[config.mk]
export PLATFORM = sky130hd
export DESIGN_NAME = vsd_merge_flat
export DESIGN_NICKNAME = d
export VERILOG_FILES = /design/src/hdl/vsd_pkg.sv /design/src/hdl/vsd_if.sv /design/src/hdl/vsd_merge.sv /design/src/flat_wrapper.sv
export SDC_FILE = /design/constraint.sdc
export NUM_CORES = 1
export LEC_CHECK = 0
export BUFFER_PORTS_ARGS = -buffer_cell sky130_fd_sc_hd__buf_2
export CAP_MARGIN = 20
export CORE_AREA = 2 2 199 201
export DETAILED_ROUTE_END_ITERATION = 10
export DIE_AREA = 0 0 201 203
export PLACE_DENSITY = 0.57
export SLEW_MARGIN = 20
export SYNTH_ARGS = -nofsm -noshare
export SYNTH_HDL_FRONTEND = slang
export SYNTH_SLANG_ARGS = --single-unit
[constraint.sdc]
create_clock -name clk -period 1.82 [get_ports clk]
set_input_delay 0.364 -clock clk [delete_from_list [all_inputs] [get_ports clk]]
set_output_delay 0.364 -clock clk [all_outputs]
set_load 0.02 [all_outputs]
[src/hdl/vsd_pkg.sv]
// ----------------------------------------------------------------------------
// vsd_pkg: shared types and constants of the smooth damp block
// Q16.16 widths, constant factors of the decay polynomial, register indexes,
// the coefficient bundle and the result bundle of one lane.
// ----------------------------------------------------------------------------
package vsd_pkg;

	localparam int CFG_IDX_W = 2;
	localparam int CFG_DATA_W = 32;

	typedef enum logic [CFG_IDX_W-1:0] {
		REG_SMOOTH_TIME = 2'd0,
		REG_MAX_SPEED   = 2'd1,
		REG_TIME_STEP   = 2'd2
	} cfg_reg_t;

	localparam logic [30:0] ST_RESET = 31'd65536;
	localparam logic [30:0] MS_RESET = 31'h7FFF_FFFF;
	localparam logic [15:0] TS_RESET = 16'd1092;

	// 0.0001 in Q16.16, rounded to the nearest code.
	localparam logic [30:0] ST_FLOOR = 31'd7;

	// 0.48 and 0.235 as Q0.16 fractions.
	localparam logic [14:0] K048 = 15'd31457;
	localparam logic [13:0] K0235 = 14'd15401;

	// Beyond 256.0 the decay factor is taken as zero.
	localparam logic [30:0] X_LIMIT = 31'd16777216;

	typedef struct packed {
		logic [30:0] omega;
		logic [15:0] ts;
		logic [16:0] decay;
		logic [45:0] maxc;
	} coef_t;

	typedef struct packed {
		logic signed [31:0] pos;
		logic signed [31:0] tgt;
		logic signed [60:0] nv;
		logic signed [65:0] dp;
	} lane_res_t;

	function automatic logic signed [31:0] sat32(input logic signed [63:0] v);
		logic signed [31:0] r;
		if (v > 64'sh0000_0000_7FFF_FFFF) begin
			r = 32'sh7FFF_FFFF;
		end else if (v < -64'sh0000_0000_8000_0000) begin
			r = 32'sh8000_0000;
		end else begin
			r = v[31:0];
		end
		return r;
	endfunction

endpackage

[src/hdl/vsd_if.sv]


interface vsd_out_if;
	logic               valid;
	logic               ready;
	logic signed [31:0] out_x;
	logic signed [31:0] out_y;
	logic               snapped;

	modport source(output valid, output out_x, output out_y, output snapped,
		input ready);
	modport sink(input valid, input out_x, input out_y, input snapped,
		output ready);
endinterface


[src/hdl/vsd_merge.sv]
// ----------------------------------------------------------------------------
// vsd_merge: overshoot test, velocity state and result register
// Adds the two axis terms of the dot product, snaps to the target when it is
// positive, and updates the stored velocity.
// ----------------------------------------------------------------------------
module vsd_merge (
	input  logic               clk,
	input  logic               arst_n,
	input  logic               fire,
	input  vsd_pkg::lane_res_t res_x,
	input  vsd_pkg::lane_res_t res_y,
	vsd_out_if.source          result,
	output logic signed [31:0] vel_x,
	output logic signed [31:0] vel_y,
	output logic               hold
);

	logic signed [65:0] dp_x;
	logic signed [65:0] dp_y;
	logic signed [66:0] dsum;
	logic               snap;
	logic signed [60:0] nv_x;
	logic signed [60:0] nv_y;

	logic               valid_q;
	logic signed [31:0] vel_x_q;
	logic signed [31:0] vel_y_q;
	logic signed [31:0] out_x_q;
	logic signed [31:0] out_y_q;
	logic               snapped_q;

	assign dp_x = res_x.dp;
	assign dp_y = res_y.dp;
	assign nv_x = res_x.nv;
	assign nv_y = res_y.nv;
	assign dsum = {dp_x[65], dp_x} + {dp_y[65], dp_y};
	assign snap = (dsum > 67'sd0);

	always_ff @(posedge clk or negedge arst_n) begin
		if (!arst_n) begin
			valid_q <= 1'b0;
			vel_x_q <= '0;
			vel_y_q <= '0;
		end else if (fire) begin
			valid_q <= 1'b1;
			if (snap) begin
				vel_x_q <= '0;
				vel_y_q <= '0;
			end else begin
				vel_x_q <= vsd_pkg::sat32({{3{nv_x[60]}}, nv_x});
				vel_y_q <= vsd_pkg::sat32({{3{nv_y[60]}}, nv_y});
			end
		end else if (result.ready) begin
			valid_q <= 1'b0;
		end
	end

	always_ff @(posedge clk) begin
		if (fire) begin
			out_x_q <= snap ? res_x.tgt : res_x.pos;
			out_y_q <= snap ? res_y.tgt : res_y.pos;
			snapped_q <= snap;
		end
	end

	assign result.valid = valid_q;
	assign result.out_x = out_x_q;
	assign result.out_y = out_y_q;
	assign result.snapped = snapped_q;
	assign vel_x = vel_x_q;
	assign vel_y = vel_y_q;
	assign hold = valid_q & ~result.ready;

endmodule

[src/flat_wrapper.sv]
// flat-port wrapper written by rule: the top's interface ports become plain ports
module vsd_merge_flat 
  (clk, arst_n, fire, res_x, res_y, vel_x, vel_y, hold, result_valid, result_out_x, result_out_y, result_snapped, result_ready);
  vsd_out_if result_i ();
  input  logic clk;
  input  logic arst_n;
  input  logic fire;
  input  vsd_pkg::lane_res_t res_x;
  input  vsd_pkg::lane_res_t res_y;
  output logic signed [31:0] vel_x;
  output logic signed [31:0] vel_y;
  output logic hold;
  output wire logic [$bits(result_i.valid)-1:0] result_valid;
  output wire logic [$bits(result_i.out_x)-1:0] result_out_x;
  output wire logic [$bits(result_i.out_y)-1:0] result_out_y;
  output wire logic [$bits(result_i.snapped)-1:0] result_snapped;
  input wire logic [$bits(result_i.ready)-1:0] result_ready;
  assign result_valid = result_i.valid;
  assign result_out_x = result_i.out_x;
  assign result_out_y = result_i.out_y;
  assign result_snapped = result_i.snapped;
  assign result_i.ready = result_ready;
  vsd_merge u_core (.clk(clk), .arst_n(arst_n), .fire(fire), .res_x(res_x), .res_y(res_y), .result(result_i), .vel_x(vel_x), .vel_y(vel_y), .hold(hold));
endmodule
Word level (Yosys, flattened, before mapping) --
Index checks and enable logic that the tools add are counted.
Storage, ports and cells: flip-flop bits (word level) 130, input bits 386, output and inout bits 131, logic and storage cells 25
Operators by class: add/subtract/negate cells 1, magnitude comparators 5, mux-type cells 10, bitwise operators 2, reductions and logical operators 1
Operators with widths (count):
- 32-bit 2-to-1 mux | 8
- 61-bit by 32-bit greater-than comparator with 1-bit output (second input constant) | 2
- 61-bit by 32-bit less-than comparator with 1-bit output (second input constant) | 2
- 66-bit by 66-bit adder with 67-bit output | 1
- 67-bit by 1-bit greater-than comparator with 1-bit output (second input constant) | 1
- 1-bit 2-to-1 mux | 2
- 2-bit nonzero test | 1
- 1-bit bitwise AND | 1
- 1-bit inverter | 1

Depth between registers and ports, before layout --
word-level depth 4, mapped depth 18, depth with buffers taken out 15

Least setup slack after synthesis --
Ideal clock, no wire load.
path kind in2reg, from in res_x[9] (netlist name), to reg u_core.out_x_q[0], in the netlist u_core.result.out_x[0], data pin, setup time 0.260 ns, arrival time 3.887 ns, required time 1.560 ns, slack -2.327 ns, stages on the path 15, path buffers 2, cells stage by stage ha_1 a21o_1 o21bai_1 a221o_1 o31a_1 a211oi_2 mux2_2 nor3_1 nand4_1 nor4b_1 nand4_1 o31a_1 buf_6 buf_6 mux2_4
Between the ends: longest elaborated chain between the ends 3
Ends and longest elaborated chain:
- start: declaration | line flat_wrapper.sv:8 | input vsd_pkg::lane_res_t res_x;
- 66-bit by 66-bit adder with 67-bit output | line vsd_merge.sv:36 | assign dsum = {dp_x[65], dp_x} + {dp_y[65], dp_y};
- 67-bit by 1-bit greater-than comparator with 1-bit output | line vsd_merge.sv:37 | assign snap = (dsum > 67'sd0);
- 32-bit 2-to-1 mux | line vsd_merge.sv:60 | out_x_q <= snap ? res_x.tgt : res_x.pos;
- end signal: assignment | line vsd_merge.sv:60
- end: declaration | line vsd_merge.sv:28 | logic signed [31:0] out_x_q;
Every way passes these cells. A chain may end at the register's enable or synchronous reset.

Final worst setup path --
from in res_x[0] (netlist name), to reg u_core.out_y_q[14], in the netlist u_core.result.out_y[14], data pin
Between the ends: longest elaborated chain between the ends 3
Ends and longest elaborated chain:
- 66-bit by 66-bit adder with 67-bit output | line vsd_merge.sv:36
- 67-bit by 1-bit greater-than comparator with 1-bit output | line vsd_merge.sv:37
- 32-bit 2-to-1 mux | line vsd_merge.sv:61 | out_y_q <= snap ? res_y.tgt : res_y.pos;
- end signal: assignment | line vsd_merge.sv:61
- end: declaration | line vsd_merge.sv:29 | logic signed [31:0] out_y_q;
Every way passes these cells.

==> flow_summary.ini <==
[sta]
rsz0062_at_grt = yes
fin_skew_ns = 0
slew_violations = 0
fin_ws_ns = -2.34
slew_headroom_pct = 46.0
hold_viol = 0
fin_crit_sh_pct = 228
hold_slack_ns = 0.219
worst-slew-pin-transition_ns = 0.807
setup_viol = 129
clock.fmax_mhz = 241
fin_tns_setup_ns = -286.68
period_needed_ns = 4.16

[layout]
area_growth_pct = 60.5
finalNetCount = 2553
drive_above_1_share_pct = 50.0
final_util_pct = 46.7
fin_cells = 2638
fin_area_sq_um = 18000

[synthesis]
synth_edf_count = 65
yosys_warnings = 0
yosysTopAreaCell = edfxtp_1
syn-cell-area_sq_um = 11200
syn-instance-count = 1297
yosysMostFrequentCell = nand2_1
syn_nets = 1750
ys_top_cells_by_area = edfxtp_1 (17%), dfrtp_1 (15%), ha_1 (7.4%)
synth_top_cell_area_share_pct = 17.4
synth_ff_type = edfxtp_1
synth-seq-cells = 130
synthArstFlopShare_pct = 50.0
syn_avg_cell_area_sq_um = 8.63
seq_area_frac_synth_pct = 32.0
synthTopCellsByCount = nand2_1 (155), a21oi_1 (88), nor2_1 (87)
synth_cell_types = 80

[floorplan]
ios = 517
start_util_pct = 29.1
num_rows = 72
die_x_um = 201
core-area_sq_um = 38500
dieArea_sq_um = 40800
die_h_um = 203

[setup_path]
crit_required_ns = 2.01
startpoint_type = input port
worst-path-max-fanout = 31
worstSetupPathType = in2reg
r2r_cells = 2
worstPathArrival_ns = 4.35
end_kind = register

[cts]
clockBufferDepth = 2
cts_tree = built
cts.sinks = 130
clk_latency_ns = 0.43
h-tree-depth = 4
clkTransAtPathRegs_ns = 0.07
cts_inserted_buffers = 17
cts-root-buf = clkbuf_16

[routing]
drt-pass1-iter-count = 5
drc = 0
vias = 13600
ant_nets = 0
vias_per_cell = 5.14
drt_iter0_markers = 885
wl_per_cell_um = 21.1
finalWirelength_um = 55700

[run_status]
violations = setup timing
run_status = finished with violations

[pwr]
power_density_nw_per_um2 = 706
irDropWorstVdd_v = 0.000646
finalPower_mw = 12.7
leakage_nw = 8.76

[global_routing]
grt_pass1_wl_um = 81000
antenna_found_initial = 11
grt_max_degree = 66
overflow = 0
grt_pass1_vias = 13600
grt_util_all_layers_pct = 26.3

[placement]
place_area_sq_um = 16800
dp_slack_ns = -2.88
dp.cells = 2589
dp_hpwl_um = 47000
gp_congestion = 0.964
port_buffers = 516

[job]
maxCapViolations = 0

[worst_hold_path]
holdPathStages = 2
hold_class = in2reg
## path summary, 6_finish.rpt
path / startpoint / endpoint / slack, ns
worst max-delay path: res_x[0] / u_core.result.out_y[14]$_DFFE_PP_ / -2.34
worst min-delay path: res_x[140] / u_core.result.out_x[13]$_DFFE_PP_ / 0.22
worst max register to register: u_core.result.valid$_DFFE_PN0P_ / u_core.result.valid$_DFFE_PN0P_ / 0.94
worst min register to register: u_core.vel_x[2]$_DFFE_PN0P_ / u_core.vel_x[2]$_DFFE_PN0P_ / 0.53
max in group asynchronous: arst_n / u_core.vel_x[22]$_DFFE_PN0P_ / 1.01
min in group asynchronous: arst_n / u_core.vel_y[18]$_DFFE_PN0P_ / 0.49
## power breakdown
| group | total, mW | switching (mW) | internal (mW) |
|---|---|---|---|
| sequential | 3.65 | 0.179 | 3.47 |
| clock | 3.46 | 1.46 | 2.00 |
| combinational | 5.57 | 3.04 | 2.53 |
## cell type report
type	count	area, sq um
Antenna cell	7	17.5
Clock buffer	19	454
Clock inverter	13	135
Fill cell	3849	20500
Inverter	83	312
Multi-Input combinational cell	1003	7380
Sequential cell	130	3580
Tap cell	518	648
Timing Repair Buffer	865	5440
## kinds of logic after synthesis
logic type	synth area share (%)
muxes	8.62
adders and majority gates	7.56
xor gates and xnor gates	1.88
and+or+nand+nor	17.3
DFF	32.0
buffers and inverters	6.52
AOI/OAI and AO/OA	26.2
## what timing repair did
action,CTS,global route
endpoints found under the hold margin,65,0
resized for setup,25,66
cloned,0,2
hold buffers,1,0
pin swaps,4,10
setup endpoints to repair,129,129
setup buffers,3,5
## sequential cells by signal, indices dropped and copies added, names as in the netlist
name,cells
u_core.result.snapped,1
u_core.result.out_y,32
u_core.vel_y,32
u_core.vel_x,32
u_core.result.out_x,32
u_core.result.valid,1
## layout by cell type (no fill, tap or decap), types with 63 or more instances in the layout
master	count
a21oi_1	78
nand2_1	154
dfrtp_1	65
buf_4	330
a21o_1	80
nor2_1	87
inv_1	82
ha_1	63
edfxtp_1	65
buf_2	513
## worst max-delay path, cell delays in order
cell and delay [ns]:
buf_8 0.07, ha_4 0.12, inv_2 0.03, fa_2 0.36, nand2b_4 0.16, a211o_4 0.36
a211oi_4 0.25, o31a_1 0.38, a211oi_4 0.16, buf_6 0.16, o2bb2ai_1 0.13, nor3_1 0.21
nand4_1 0.19, nor4b_2 0.25, nand4_1 0.18, o31a_4 0.40, buf_12 0.21, mux2_4 0.32
## metal layers
metal	vias up	routed length [um]	GRT usage [%]
li1	6468	-	-
met1	6420	22700	32.1
met2	569	25700	42.4
met3	102	5170	8.78
met4	4	2090	11.3
met5	-	26	0
(Power assumes the default switching activity.)
